**src/design/timed_event_sorted_queue_core_defines.svh**
```systemverilog
// Assertion macros shared by the timed event queue RTL.
`ifndef TIMED_EVENT_SORTED_QUEUE_CORE_DEFINES_SVH
`define TIMED_EVENT_SORTED_QUEUE_CORE_DEFINES_SVH

// Same-cycle implication, checked on every rising edge outside reset.
`define TESQ_ASSERT_NOW(lbl, ante, cons, msg) \
  lbl: assert property (@(posedge clk) disable iff (!rst_n) (ante) |-> (cons)) else $error(msg);

// Next-cycle implication, checked on every rising edge outside reset.
`define TESQ_ASSERT_NEXT(lbl, ante, cons, msg) \
  lbl: assert property (@(posedge clk) disable iff (!rst_n) (ante) |=> (cons)) else $error(msg);

`endif

```
**src/design/tesq_pkg.sv**
```systemverilog
// Types and constants of the timed event queue.
`timescale 1ns / 1ps
package tesq_pkg;

  localparam int unsigned EXPIRY_W    = 32;
  localparam int unsigned ID_W        = 16;
  localparam int unsigned OPCODE_W    = 3;
  localparam int unsigned MAX_RESULTS = 16;
  localparam int unsigned NPOP_W      = 5;
  localparam int unsigned LEFT_W      = 5;

  localparam logic [OPCODE_W-1:0] OP_SCHED    = 3'd0;
  localparam logic [OPCODE_W-1:0] OP_REMOVE   = 3'd1;
  localparam logic [OPCODE_W-1:0] OP_POLL_ONE = 3'd2;
  localparam logic [OPCODE_W-1:0] OP_POLL_ALL = 3'd3;
  localparam logic [OPCODE_W-1:0] OP_CLEAR    = 3'd4;

  typedef enum logic [1:0] {
    KIND_SCHED   = 2'd0,
    KIND_REMOVE  = 2'd1,
    KIND_EXPIRED = 2'd2,
    KIND_NONE    = 2'd3
  } kind_t;

  typedef enum logic [3:0] {
    ST_IDLE,
    ST_INS_RD,
    ST_INS_CMP,
    ST_INS_HEAD,
    ST_RM_RD,
    ST_RM_CMP,
    ST_SH_RD,
    ST_SH_WR,
    ST_POLL_RD,
    ST_POLL_CMP
  } st_t;

  typedef struct packed {
    logic [EXPIRY_W-1:0] expiry;
    logic [ID_W-1:0]     id;
  } entry_t;

endpackage

```
**src/design/timed_event_sorted_queue_core.sv**
```systemverilog
// Top level of the timed event queue: sequencer, control registers and result port.
`timescale 1ns / 1ps
// Usage overview.
// The block holds up to QUEUE_DEPTH pending events sorted by expiry time, with
// events of equal expiry kept in the order they were scheduled. A command
// transaction is taken at a rising edge where start is high and busy is low;
// in_opcode selects schedule, remove by id, poll one, poll all or clear.
// Every result transaction appears on the out_ ports for exactly one cycle,
// flagged by out_valid; the receiver cannot stall it, so nothing is held back.
// All work goes through one entry store with a registered read port, stepped
// by a small sequencer; each entry visited is first read, then compared and
// written. Results are registered, so a result shows up the cycle after the
// sequencer decides it.
// Clear, a command refused at the start and a schedule into an empty queue
// finish without the sequencer leaving idle. A schedule moves later entries
// toward the tail one by one. A remove searches from the head and, when the
// id is found, moves the entries behind it up. Each pop by a poll checks the
// head, then closes the gap. busy is high while the sequencer works on a
// command; a poll all emits one result per pop and marks the final one.
// Reset (synchronous, rst_n low) empties the queue and restarts id numbering;
// the store itself is not cleared, since only occupied slots are ever read.
`include "timed_event_sorted_queue_core_defines.svh"
module timed_event_sorted_queue_core import tesq_pkg::*; #(
  parameter int unsigned QUEUE_DEPTH  = 16,
  parameter int unsigned MAX_EVENT_ID = 65535
) (
  input  logic                clk,
  input  logic                rst_n,
  input  logic                start,
  output logic                busy,
  input  logic [OPCODE_W-1:0] in_opcode,
  input  logic [30:0]         in_delay_ms,
  input  logic [ID_W-1:0]     in_target_id,
  input  logic [EXPIRY_W-1:0] in_now_ms,
  output logic                out_valid,
  output logic [1:0]          out_kind,
  output logic [ID_W-1:0]     out_event_id,
  output logic                out_ok,
  output logic                out_last_result,
  output logic [LEFT_W-1:0]   out_entries_left
);

  localparam int unsigned IW = $clog2(QUEUE_DEPTH);
  localparam int unsigned CW = $clog2(QUEUE_DEPTH + 1);

  // Sequencer and control state.
  st_t                 state_r, state_nxt;
  logic [CW-1:0]       count_r, count_nxt;
  logic [ID_W-1:0]     last_id_r, last_id_nxt;
  logic [IW-1:0]       idx_r, idx_nxt;
  logic [OPCODE_W-1:0] op_r, op_nxt;
  logic [NPOP_W-1:0]   npop_r, npop_nxt;

  // Operands held for the length of one command.
  logic [EXPIRY_W-1:0] key_r, key_nxt;
  logic [ID_W-1:0]     target_r, target_nxt;
  logic [ID_W-1:0]     hold_id_r, hold_id_nxt;

  // Result register.
  logic                out_valid_r, out_valid_nxt;
  kind_t               out_kind_r, out_kind_nxt;
  logic [ID_W-1:0]     out_id_r, out_id_nxt;
  logic                out_ok_r, out_ok_nxt;
  logic                out_last_r, out_last_nxt;
  logic [LEFT_W-1:0]   out_left_r, out_left_nxt;

  // Store port signals.
  logic                wr_en;
  logic [IW-1:0]       wr_addr;
  entry_t              wr_data;
  logic [IW-1:0]       rd_addr;
  entry_t              rd_data;

  logic                accept;
  logic                q_full;
  logic                q_empty;
  logic [ID_W-1:0]     next_id;
  logic [EXPIRY_W-1:0] sched_expiry;
  logic                ins_later;
  logic                rm_hit;
  logic                rm_at_tail;
  logic                more_shift;
  logic                head_expired;
  logic                poll_all_more;
  logic [CW-1:0]       count_dec;

  tesq_mem #(
    .DEPTH (QUEUE_DEPTH)
  ) u_mem (
    .clk     (clk),
    .wr_en   (wr_en),
    .wr_addr (wr_addr),
    .wr_data (wr_data),
    .rd_addr (rd_addr),
    .rd_data (rd_data)
  );

  assign busy    = (state_r != ST_IDLE);
  assign accept  = start && !busy;
  assign q_full  = (count_r == CW'(QUEUE_DEPTH));
  assign q_empty = (count_r == '0);

  // Ids count up from 1 and wrap back to 1 after the highest allowed id.
  assign next_id = (last_id_r >= ID_W'(MAX_EVENT_ID)) ? ID_W'(1) : last_id_r + ID_W'(1);

  // Expiry wraps modulo 2^32.
  assign sched_expiry = in_now_ms + {1'b0, in_delay_ms};

  // The expiry comparisons serve insert and poll, the id comparison serves
  // remove; key_r holds either the new expiry (insert) or the current time (poll).
  assign ins_later     = (rd_data.expiry > key_r);
  assign head_expired  = (rd_data.expiry <= key_r);
  assign rm_hit        = (rd_data.id == target_r);
  assign count_dec     = count_r - CW'(1);
  assign rm_at_tail    = (CW'(idx_r) == count_dec);
  assign more_shift    = ((CW'(idx_r) + CW'(1)) < count_r);
  assign poll_all_more = (op_r == OP_POLL_ALL) && (npop_r != NPOP_W'(MAX_RESULTS))
                         && (count_dec != '0);

  // Next state.
  always_comb begin
    state_nxt = state_r;
    unique case (state_r)
      ST_IDLE: begin
        if (accept) begin
          unique case (in_opcode)
            OP_SCHED: begin
              if (!q_full && !q_empty) state_nxt = ST_INS_RD;
            end
            OP_REMOVE: begin
              if ((in_target_id != '0) && !q_empty) state_nxt = ST_RM_RD;
            end
            OP_POLL_ONE, OP_POLL_ALL: begin
              if (!q_empty) state_nxt = ST_POLL_RD;
            end
            default: state_nxt = ST_IDLE;
          endcase
        end
      end
      ST_INS_RD:   state_nxt = ST_INS_CMP;
      ST_INS_CMP: begin
        if (ins_later) begin
          state_nxt = (idx_r == '0) ? ST_INS_HEAD : ST_INS_RD;
        end else begin
          state_nxt = ST_IDLE;
        end
      end
      ST_INS_HEAD: state_nxt = ST_IDLE;
      ST_RM_RD:    state_nxt = ST_RM_CMP;
      ST_RM_CMP: begin
        priority if (rm_hit) state_nxt = ST_SH_RD;
        else if (rm_at_tail) state_nxt = ST_IDLE;
        else state_nxt = ST_RM_RD;
      end
      ST_SH_RD: begin
        priority if (more_shift) state_nxt = ST_SH_WR;
        else if (poll_all_more) state_nxt = ST_POLL_RD;
        else state_nxt = ST_IDLE;
      end
      ST_SH_WR:    state_nxt = ST_SH_RD;
      ST_POLL_RD:  state_nxt = ST_POLL_CMP;
      ST_POLL_CMP: state_nxt = head_expired ? ST_SH_RD : ST_IDLE;
      default:     state_nxt = ST_IDLE;
    endcase
  end

  // Datapath, store accesses and results.
  always_comb begin
    count_nxt     = count_r;
    last_id_nxt   = last_id_r;
    idx_nxt       = idx_r;
    op_nxt        = op_r;
    npop_nxt      = npop_r;
    key_nxt       = key_r;
    target_nxt    = target_r;
    hold_id_nxt   = hold_id_r;
    wr_en         = 1'b0;
    wr_addr       = idx_r;
    wr_data       = rd_data;
    rd_addr       = idx_r;
    out_valid_nxt = 1'b0;
    out_kind_nxt  = KIND_NONE;
    out_id_nxt    = '0;
    out_ok_nxt    = 1'b0;
    out_last_nxt  = 1'b1;
    out_left_nxt  = LEFT_W'(count_r);

    unique case (state_r)
      ST_IDLE: begin
        if (accept) begin
          op_nxt     = in_opcode;
          target_nxt = in_target_id;
          npop_nxt   = '0;
          idx_nxt    = '0;
          key_nxt    = in_now_ms;
          unique case (in_opcode)
            OP_SCHED: begin
              out_valid_nxt = 1'b1;
              out_kind_nxt  = KIND_SCHED;
              if (!q_full) begin
                last_id_nxt = next_id;
                hold_id_nxt = next_id;
                key_nxt     = sched_expiry;
                if (q_empty) begin
                  // First entry goes straight to the head.
                  wr_en        = 1'b1;
                  wr_addr      = '0;
                  wr_data      = '{expiry: sched_expiry, id: next_id};
                  count_nxt    = CW'(1);
                  out_id_nxt   = next_id;
                  out_ok_nxt   = 1'b1;
                  out_left_nxt = LEFT_W'(1);
                end else begin
                  out_valid_nxt = 1'b0;
                  idx_nxt       = IW'(count_dec);
                end
              end
            end
            OP_REMOVE: begin
              if ((in_target_id == '0) || q_empty) begin
                out_valid_nxt = 1'b1;
                out_kind_nxt  = KIND_REMOVE;
              end
            end
            OP_POLL_ONE, OP_POLL_ALL: begin
              if (q_empty) begin
                out_valid_nxt = 1'b1;
                out_kind_nxt  = KIND_NONE;
              end
            end
            OP_CLEAR: begin
              count_nxt     = '0;
              out_valid_nxt = 1'b1;
              out_kind_nxt  = KIND_NONE;
              out_left_nxt  = '0;
            end
            default: out_valid_nxt = 1'b0;
          endcase
        end
      end
      ST_INS_RD: begin
        rd_addr = idx_r;
      end
      ST_INS_CMP: begin
        // Walk from the tail toward the head, moving later entries back one slot.
        wr_en   = 1'b1;
        wr_addr = idx_r + IW'(1);
        if (ins_later) begin
          wr_data = rd_data;
          if (idx_r != '0) idx_nxt = idx_r - IW'(1);
        end else begin
          wr_data       = '{expiry: key_r, id: hold_id_r};
          count_nxt     = count_r + CW'(1);
          out_valid_nxt = 1'b1;
          out_kind_nxt  = KIND_SCHED;
          out_id_nxt    = hold_id_r;
          out_ok_nxt    = 1'b1;
          out_left_nxt  = LEFT_W'(count_r + CW'(1));
        end
      end
      ST_INS_HEAD: begin
        wr_en         = 1'b1;
        wr_addr       = '0;
        wr_data       = '{expiry: key_r, id: hold_id_r};
        count_nxt     = count_r + CW'(1);
        out_valid_nxt = 1'b1;
        out_kind_nxt  = KIND_SCHED;
        out_id_nxt    = hold_id_r;
        out_ok_nxt    = 1'b1;
        out_left_nxt  = LEFT_W'(count_r + CW'(1));
      end
      ST_RM_RD: begin
        rd_addr = idx_r;
      end
      ST_RM_CMP: begin
        priority if (rm_hit) begin
          idx_nxt = idx_r;
        end else if (rm_at_tail) begin
          out_valid_nxt = 1'b1;
          out_kind_nxt  = KIND_REMOVE;
        end else begin
          idx_nxt = idx_r + IW'(1);
        end
      end
      ST_SH_RD: begin
        if (more_shift) begin
          rd_addr = idx_r + IW'(1);
        end else begin
          // Gap closed: the slot count drops and, unless a poll all pops on, the result goes out.
          count_nxt     = count_dec;
          out_left_nxt  = LEFT_W'(count_dec);
          idx_nxt       = '0;
          if (op_r == OP_REMOVE) begin
            out_valid_nxt = 1'b1;
            out_kind_nxt  = KIND_REMOVE;
            out_id_nxt    = target_r;
            out_ok_nxt    = 1'b1;
          end else if (!poll_all_more) begin
            out_valid_nxt = 1'b1;
            out_kind_nxt  = KIND_EXPIRED;
            out_id_nxt    = hold_id_r;
          end
        end
      end
      ST_SH_WR: begin
        wr_en   = 1'b1;
        wr_addr = idx_r;
        wr_data = rd_data;
        idx_nxt = idx_r + IW'(1);
      end
      ST_POLL_RD: begin
        rd_addr = '0;
      end
      ST_POLL_CMP: begin
        if (head_expired) begin
          // A pop before this one is now known not to be the final result.
          if (npop_r != '0) begin
            out_valid_nxt = 1'b1;
            out_kind_nxt  = KIND_EXPIRED;
            out_id_nxt    = hold_id_r;
            out_last_nxt  = 1'b0;
          end
          hold_id_nxt = rd_data.id;
          npop_nxt    = npop_r + NPOP_W'(1);
          idx_nxt     = '0;
        end else begin
          out_valid_nxt = 1'b1;
          if (npop_r != '0) begin
            out_kind_nxt = KIND_EXPIRED;
            out_id_nxt   = hold_id_r;
          end else begin
            out_kind_nxt = KIND_NONE;
          end
        end
      end
      default: out_valid_nxt = 1'b0;
    endcase
  end

  always_ff @(posedge clk) begin
    if (!rst_n) begin
      state_r     <= ST_IDLE;
      count_r     <= '0;
      last_id_r   <= '0;
      idx_r       <= '0;
      op_r        <= OP_SCHED;
      npop_r      <= '0;
      out_valid_r <= 1'b0;
    end else begin
      state_r     <= state_nxt;
      count_r     <= count_nxt;
      last_id_r   <= last_id_nxt;
      idx_r       <= idx_nxt;
      op_r        <= op_nxt;
      npop_r      <= npop_nxt;
      out_valid_r <= out_valid_nxt;
    end
  end

  always_ff @(posedge clk) begin
    key_r      <= key_nxt;
    target_r   <= target_nxt;
    hold_id_r  <= hold_id_nxt;
    out_kind_r <= out_kind_nxt;
    out_id_r   <= out_id_nxt;
    out_ok_r   <= out_ok_nxt;
    out_last_r <= out_last_nxt;
    out_left_r <= out_left_nxt;
  end

  assign out_valid        = out_valid_r;
  assign out_kind         = out_kind_r;
  assign out_event_id     = out_id_r;
  assign out_ok           = out_ok_r;
  assign out_last_result  = out_last_r;
  assign out_entries_left = out_left_r;

  // Occupancy never goes past the store depth.
  `TESQ_ASSERT_NOW(a_count_bound, 1'b1, count_r <= CW'(QUEUE_DEPTH), "occupancy over depth")
  // The final result of a command coincides with the sequencer being back at rest.
  `TESQ_ASSERT_NOW(a_last_idle, out_valid && out_last_result, !busy, "final result while busy")
  // Only schedule and remove replies can report success, and never with id zero.
  `TESQ_ASSERT_NOW(a_ok_kind, out_valid && out_ok,
    ((out_kind == KIND_SCHED) || (out_kind == KIND_REMOVE)) && (out_event_id != '0),
    "success flag on wrong result")
  // A clear empties the queue on the next cycle.
  `TESQ_ASSERT_NEXT(a_clear_empty, accept && (in_opcode == OP_CLEAR), count_r == '0,
    "clear left entries")

endmodule

```
**src/design/tesq_mem.sv**
```systemverilog
// Entry store of the timed event queue: one write port, one registered read port.
`timescale 1ns / 1ps
module tesq_mem import tesq_pkg::*; #(
  parameter int unsigned DEPTH = 16
) (
  input  logic                     clk,
  input  logic                     wr_en,
  input  logic [$clog2(DEPTH)-1:0] wr_addr,
  input  entry_t                   wr_data,
  input  logic [$clog2(DEPTH)-1:0] rd_addr,
  output entry_t                   rd_data
);

  entry_t mem [DEPTH];
  entry_t rd_data_r;

  always_ff @(posedge clk) begin
    if (wr_en) begin
      mem[wr_addr] <= wr_data;
    end
    rd_data_r <= mem[rd_addr];
  end

  assign rd_data = rd_data_r;

endmodule

```
**config.mk**
```make
export PLATFORM = sky130hd
export DESIGN_NAME = timed_event_sorted_queue_core
export DESIGN_NICKNAME = d
export VERILOG_FILES = /design/src/design/tesq_pkg.sv /design/src/design/timed_event_sorted_queue_core.sv /design/src/design/tesq_mem.sv
export VERILOG_INCLUDE_DIRS = /design/src /design/src/design
export SDC_FILE = /design/constraint.sdc
export NUM_CORES = 1
export LEC_CHECK = 0
export ABC_AREA = 1
export BUFFER_PORTS_ARGS = -buffer_cell sky130_fd_sc_hd__buf_2
export CORE_MARGIN = 8
export CORE_UTILIZATION = 50
export CTS_BUF_LIST = sky130_fd_sc_hd__clkbuf_4 sky130_fd_sc_hd__clkbuf_8
export DETAILED_ROUTE_END_ITERATION = 10
export HOLD_SLACK_MARGIN = 0.03
export PLACE_DENSITY_LB_ADDON = 0.08
export SLEW_MARGIN = 20
export SYNTH_ARGS = -nofsm -noshare
export SYNTH_HDL_FRONTEND = slang
export SYNTH_HIERARCHICAL = 1
export SYNTH_SLANG_ARGS = --single-unit
```
**constraint.sdc**
```tcl
create_clock -name clk -period 10.6 [get_ports clk]
set_clock_uncertainty 0.05 [all_clocks]
set_input_delay 0.53 -clock clk [delete_from_list [all_inputs] [get_ports clk]]
set_output_delay 0.53 -clock clk [all_outputs]
set_load 0.01 [all_outputs]
```
==> impl_metrics.json, run 1 <==
{
  "combPwrFrac_pct": 21.7,
  "endpoint_kind": "register",
  "fmaxAchievable_mhz": 171,
  "yosysTopAreaCellShare_pct": 55.5,
  "grt_max_degree": 229,
  "clock-sinks": 943,
  "syn_inst": 4831,
  "ys_seq_area_share_pct": 60.4,
  "topRoutingLayerUsed": "met4",
  "holdCritPathClass": "in -> reg",
  "core_mm2": 0.0896,
  "clk_path_buf_depth": 3,
  "root_buffer": "clkbuf_8",
  "finalPower_mw": 10.7,
  "drt-total-wl_um": 128000,
  "setup_viol_count_final": 0,
  "worstHoldStart": "in_opcode[2]",
  "fillCellCount": 8031,
  "ys_types": 57,
  "power-per-cell-area_mw_per_mm2": 212,
  "grt_util_all_layers_pct": 25.3,
  "insertion_delay_ns": 0.81,
  "yosys_warnings": 6,
  "wl_per_cell_um": 20.3,
  "rsz0062_at_grt": "false",
  "cts_buffers": 158,
  "port_buffers": 111,
  "drc": 0,
  "start_util_pct": 50.3,
  "antenna_found_initial": 1,
  "die_height_um": 316,
  "vias": 33600,
  "p_leak_nw": 21.8,
  "critical_path_peak_fanout": 176,
  "p_sw_mw": 3.41,
  "regArea_mm2": 0.0272,
  "required_ns": 11.23,
  "fin_tns_setup_ns": 0,
  "final_max_slew_viol_count": 0,
  "cp.arrival_ns": 6.49,
  "multi_input_area_mm2": 0.0139,
  "hold_viol_final": 0,
  "sw_frac_of_total_pct": 32.0,
  "dieArea_mm2": 0.0999,
  "crit_start": "idx_r[0]",
  "crit-reg2reg-launch": "idx_r[0]",
  "async_reset_ff_share_pct": 0,
  "avgSynthCellArea_um2": 9.32,
  "grt_pass1_wl_um": 192000,
  "num_io_pins": 112,
  "synth-main-ff-cell": "edfxtp_1",
  "gr-total-overflow": 0,
  "min_period_ns": 5.86,
  "ir_worst_vdd_v": 0.000119,
  "worst_slew_pin_slew_ns": 1.15,
  "ys_top_cells_by_area": "edfxtp_1 55%, nand2_1 13%, nand3_1 7.8%, inv_1 6.3%, dfxtp_1 4.9%",
  "syn-num-nets": 4994,
  "wl_met3_um": 7730,
  "drtIter0Drc": 3162,
  "finalWeightedCongestion": 0.903,
  "grt_pass1_vias": 31500,
  "met1_length_um": 53800,
  "dr.pass1.iters": 8,
  "netlist_area_mm2": 0.0450,
  "cts_tree": "done",
  "maxCapViolations": 0,
  "finalCritPeriodShare_pct": 55.3,
  "critical_path_class": "reg -> reg",
  "r2r_setup_slack_ns": 4.74,
  "areaGrowthSynthToFinish_pct": 11.7,
  "synth-edff-count": 832,
  "yosysTopAreaCell": "edfxtp_1",
  "start_kind": "register",
  "viasPerCell": 5.33,
  "clockPowerShare_pct": 31.3,
  "post-dp-hpwl_um": 71700,
  "yosys_register_bits": 943,
  "fp.dieW_um": 316,
  "outcome": "finished, final reports clean",
  "p_int_mw": 7.26,
  "nets": 5162,
  "ctsResizeCount": 0,
  "synth.most_common_cell": "nand2_1",
  "seqPwrFrac_pct": 46.9,
  "path_clk_slew_ns": 0.06,
  "wl_met2_um": 62000,
  "htreeDepth": 4,
  "drtAntennaViolNets": 0,
  "rows": 110,
  "synth_commonest_cells": "1,503 x nand2_1, 832 x edfxtp_1, 760 x inv_1",
  "drive_above_1_share_pct": 10.2,
  "slew_headroom_pct": 23.2
}
## sequential cells by signal, indices dropped and copies added (netlist names), 5 cells and up
register	count
out_event_id	16
npop_r	5
target_r	16
count_r	5
key_r	32
u_mem/rd_data	48
hold_id_r	16
last_id_r	16
u_mem/mem	768
out_entries_left	5
## layout by cell type, fill, tap and decap left out, types with 56 or more instances in the layout
cell type | netlist | final
edfxtp_1 | 832 | 832
buf_2 | 102 | 112
ha_1 | 77 | 77
nand2_1 | 1503 | 1503
inv_1 | 760 | 757
o21ai_0 | 109 | 107
nor2_1 | 159 | 143
dfxtp_1 | 111 | 111
a21oi_1 | 107 | 107
nand3_1 | 699 | 699
clkbuf_4 | 0 | 75
nand4_1 | 56 | 56
clkbuf_8 | 0 | 170
## worst max-delay path, cell delays in order, from the launching register on
cell     delay, ns
dfxtp_1       0.52
ha_1          0.26
xor2_1        0.31
ha_1          0.31
nand2_1       0.07
inv_1         0.03
o21ai_0       0.14
nand3_1       0.24
nor2_1        0.33
inv_1         0.28
o21ai_4       0.30
buf_4         0.67
buf_4         0.79
buf_12        0.61
nand2_1       0.11
nand3_1       0.13
nand3_1       0.10
nand3_1       0.15
nand2_1       0.06
## power groups by stage
stage | Combinational [mW] | Clock, mW | Sequential, mW
2_1_floorplan | 1.53 | 0 | 4.92
3_3_place_gp | 2.26 | 0 | 5.09
3_5_place_dp | 2.29 | 0 | 5.09
4_1_cts | 2.31 | 3.42 | 5.01
5_1_grt | 2.56 | 3.57 | 5.02
6_report | 2.32 | 3.34 | 5.01
## layer usage
metal / up-vias / track usage, %
met3: 257 / 3.73
met5: - / 0
met2: 1168 / 42.5
met4: 0 / 9.52
li1: 16200 / -
met1: 16000 / 33.2
## kinds of logic (layout without fill, tap and decap cells)
group | Yosys count | in the layout | synth area share (%)
AOI/OAI and AO/OA | 295 | 295 | 3.73
xor gates and xnor gates | 42 | 42 | 0.817
adders and majority gates | 78 | 78 | 2.18
buffers and inverters | 988 | 1282 | 9.27
DFF | 943 | 943 | 60.4
muxes | 2 | 2 | 0.0445
other | 0 | 1 | 0
and+or+nand+nor | 2483 | 2483 | 23.5
## what timing repair did
item | CTS | global route
hold buffers | 50 | 0
hold endpoints to repair | 50 | 0
setup endpoints to repair | 0 | 0
setup buffers | 0 | 0
## per-stage QoR
step	setup WS [ns]	utilization (%)	hold slack [ns]	instances	area, um2
after floorplan	6.11	-	0.394	4831	45000
after CTS	4.86	56.1	0.0330	6297	50300
final	4.74	56.1	0.119	6302	50300
after global placement	4.69	51.8	0.437	5959	46400
after detailed placement	4.89	51.9	0.439	5961	46500
after global routing	4.19	56.1	0.103	6302	50300
## cell type report
type	instances	area share [%]
inverters	781	5.87
multi-input cells	2900	27.6
clock buffers	244	5.76
flip-flops and latches	943	54.1
repair buffers	215	3.04
clock inverters	42	0.764
diodes	1	0.00497
well taps	1176	2.92
## path summary, 6_finish.rpt
path,endpoint,cells after the start
setup / recovery,u_mem/rd_data[17],18
hold reg to reg,op_r[0],2
setup reg to reg,u_mem/rd_data[17],18
hold / removal,op_r[2],3
(Power assumes the default switching activity.)
==> inputs of run 2 (changes only) <==
- clock period: 10.6 -> 5.28 ns (I/O delays scaled with it)
==> run 2 against run 1 <==
Clock power grew 110%. Via count rose by 0.26%. Core utilization up 1.0 points. Hold slack worse by 0.0049 ns. Sequential share of layout area fell by 0.98 points. Critical path depth is the same. Maximum frequency is 34% higher. Largest power group unchanged.
==> impl_metrics.json, run 2 (synthesis gave the netlist of run 1 again) <==
{
  "ir_worst_vdd_v": 0.000371,
  "start_util_pct": 50.3,
  "rows": 110,
  "port_buffers": 111,
  "p_sw_mw": 6.97,
  "drc": 0,
  "antenna_found_initial": 2,
  "critical_path_class": "reg -> reg",
  "final_max_slew_viol_count": 0,
  "p_leak_nw": 22.2,
  "combPwrFrac_pct": 22.0,
  "fp.dieW_um": 316,
  "grt_util_all_layers_pct": 25.7,
  "clk_path_buf_depth": 3,
  "critPathCapture": "u_mem/rd_data[38]",
  "rsz0062_at_grt": "false",
  "htreeDepth": 4,
  "clockPowerShare_pct": 32.1,
  "seqPwrFrac_pct": 45.9,
  "finalCritPeriodShare_pct": 83.1,
  "core_mm2": 0.0896,
  "fmaxAchievable_mhz": 228,
  "grt_pass1_vias": 31600,
  "post-dp-hpwl_um": 75800,
  "dieArea_mm2": 0.0999,
  "final_common_cell": "nand2_1",
  "maxCapViolations": 0,
  "outcome": "finished, final reports clean",
  "reg2reg_to": "u_mem/rd_data[38]",
  "worst_slew_pin_slew_ns": 0.976,
  "required_ns": 5.95,
  "gr-total-overflow": 0,
  "r2r_cells": 18,
  "crit-reg2reg-launch": "idx_r[0]",
  "p_int_mw": 14.9,
  "nets": 5213,
  "r2r_setup_slack_ns": 0.89,
  "min_period_ns": 4.39,
  "path_clk_slew_ns": 0.06,
  "drt-total-wl_um": 130000,
  "slew_headroom_pct": 34.9,
  "cpMostUsedCell": "nand2_1",
  "root_buffer": "clkbuf_8",
  "hold_viol_final": 0,
  "dp_cells": 5990,
  "worst_path_largest_cell_delay_ns": 0.51,
  "cp.arrival_ns": 5.05,
  "viasPerCell": 5.29,
  "setup_viol_count_final": 0,
  "cts_setup_buffers": 0,
  "largest-register": "u_mem/mem",
  "wl_per_cell_um": 20.4,
  "cts_buffers": 160,
  "endpoint_kind": "register",
  "vias": 33700,
  "sw_frac_of_total_pct": 31.8,
  "grt_max_degree": 153,
  "start_kind": "register",
  "clock-sinks": 943,
  "drtIter0Drc": 3223,
  "layout_common_cells": "1,503 x nand2_1, 832 x edfxtp_1, 756 x inv_1",
  "die_height_um": 316,
  "drive_above_1_share_pct": 10.9,
  "finalWeightedCongestion": 0.910,
  "critical_path_peak_fanout": 152,
  "grt_pass1_wl_um": 194000,
  "num_io_pins": 112,
  "fin_tns_setup_ns": 0,
  "areaGrowthSynthToFinish_pct": 13.8,
  "holdCritPathClass": "in -> reg",
  "reg_top3": "u_mem/mem x768, u_mem/rd_data x48, key_r x32",
  "dr.pass1.iters": 5,
  "crit_start": "idx_r[0]",
  "stdcell_count": 6367,
  "insertion_delay_ns": 0.83,
  "largest_reg_flops": 768,
  "drtAntennaViolNets": 0,
  "slowest_stage": "dfxtp_1",
  "cp_cell_sequence": "ha_1 -> xor2_1 -> ha_1 -> nand2_1 -> inv_1 -> o21ai_0 -> nand3_1 -> nor2_1 -> inv_1 -> o21ai_4 -> clkinv_8 -> buf_12 -> nand2_1 -> nand2_1 -> nand2_1 -> nand3_1 -> nand3_1 -> nand2_1",
  "cts_tree": "done",
  "power-per-cell-area_mw_per_mm2": 427
}
==> run 2: cell types whose count changed in the layout (fill, tap and decap cells not counted), sizes merged <==
cell / change
clkinvlp: +2
bufinv: +1
clkbuf: +12
buf: +26
inv: -4
dlygate4sd3: +23
clkinv: +2
diode: +3
==> run 2: per-layer routing <==
metal	GRT usage [%]	vias to the layer above	wire length (um)
li1	-	16300	-
met4	10.1	0	4320
met5	0	-	0
met2	42.9	1127	62500
met3	3.58	235	7860
met1	34.1	16000	55400
==> run 2: timing repair <==
action | in CTS | in global routing
hold buffers | 73 | 0
resized for setup | 0 | 0
endpoints found under the hold margin | 80 | 0
==> run 2: through the flow <==
stage               setup WS (ns)  util (%)  total power, mW  cell area, um2  hold slack (ns)
floorplan                   0.786         -             13.0           45000            0.313
global placement             1.05      52.4             14.9           47000            0.407
detailed placement          0.965      52.5             15.0           47000            0.409
CTS                         0.978      57.2             22.1           51200           0.0323
global route                0.515      57.2             22.9           51200           0.0766
finish                      0.895      57.2             21.9           51200            0.114
==> run 2: worst max-delay path: cells and delay by family, from the launching register on <==
kind	cells	cell delay, ns
XOR/XNOR	1	0.32
AND/OR/NAND/NOR	9	1.11
AO/OA/AOI/OAI	2	0.55
buffers and inverters	4	1.00
adder cells (fa/ha/maj)	2	0.57
flip-flops	1	0.51
==> run 2: cell type report <==
cell class / instances / area [um2]
fill: 7850 / 38400
sequential: 943 / 27200
multi-input combinational: 2900 / 13900
clock buffer: 256 / 3080
inverter: 781 / 2950
timing repair buffer: 264 / 2240
tap: 1176 / 1470
clock inverter: 43 / 414
antenna: 4 / 10.0
==> run 2: worst min path at each step <==
stage / start / to / cells after the start
after global placement: in_target_id[15] / target_r[15] / 1
after global routing: in_target_id[2] / target_r[2] / 2
final: in_delay_ms[28] / key_r[28] / 6
after floorplan: in_target_id[0] / target_r[0] / 0
after detailed placement: in_target_id[7] / target_r[7] / 1
after CTS: in_delay_ms[29] / key_r[29] / 6
==> run 2: power by group through the flow <==
stage	combinational [mW]	clock, mW	sequential [mW]
6_report	4.82	7.03	10.0
5_1_grt	5.32	7.48	10.1
4_1_cts	4.84	7.17	10.1
3_5_place_dp	4.77	0	10.2
3_3_place_gp	4.71	0	10.2
2_1_floorplan	3.07	0	9.88
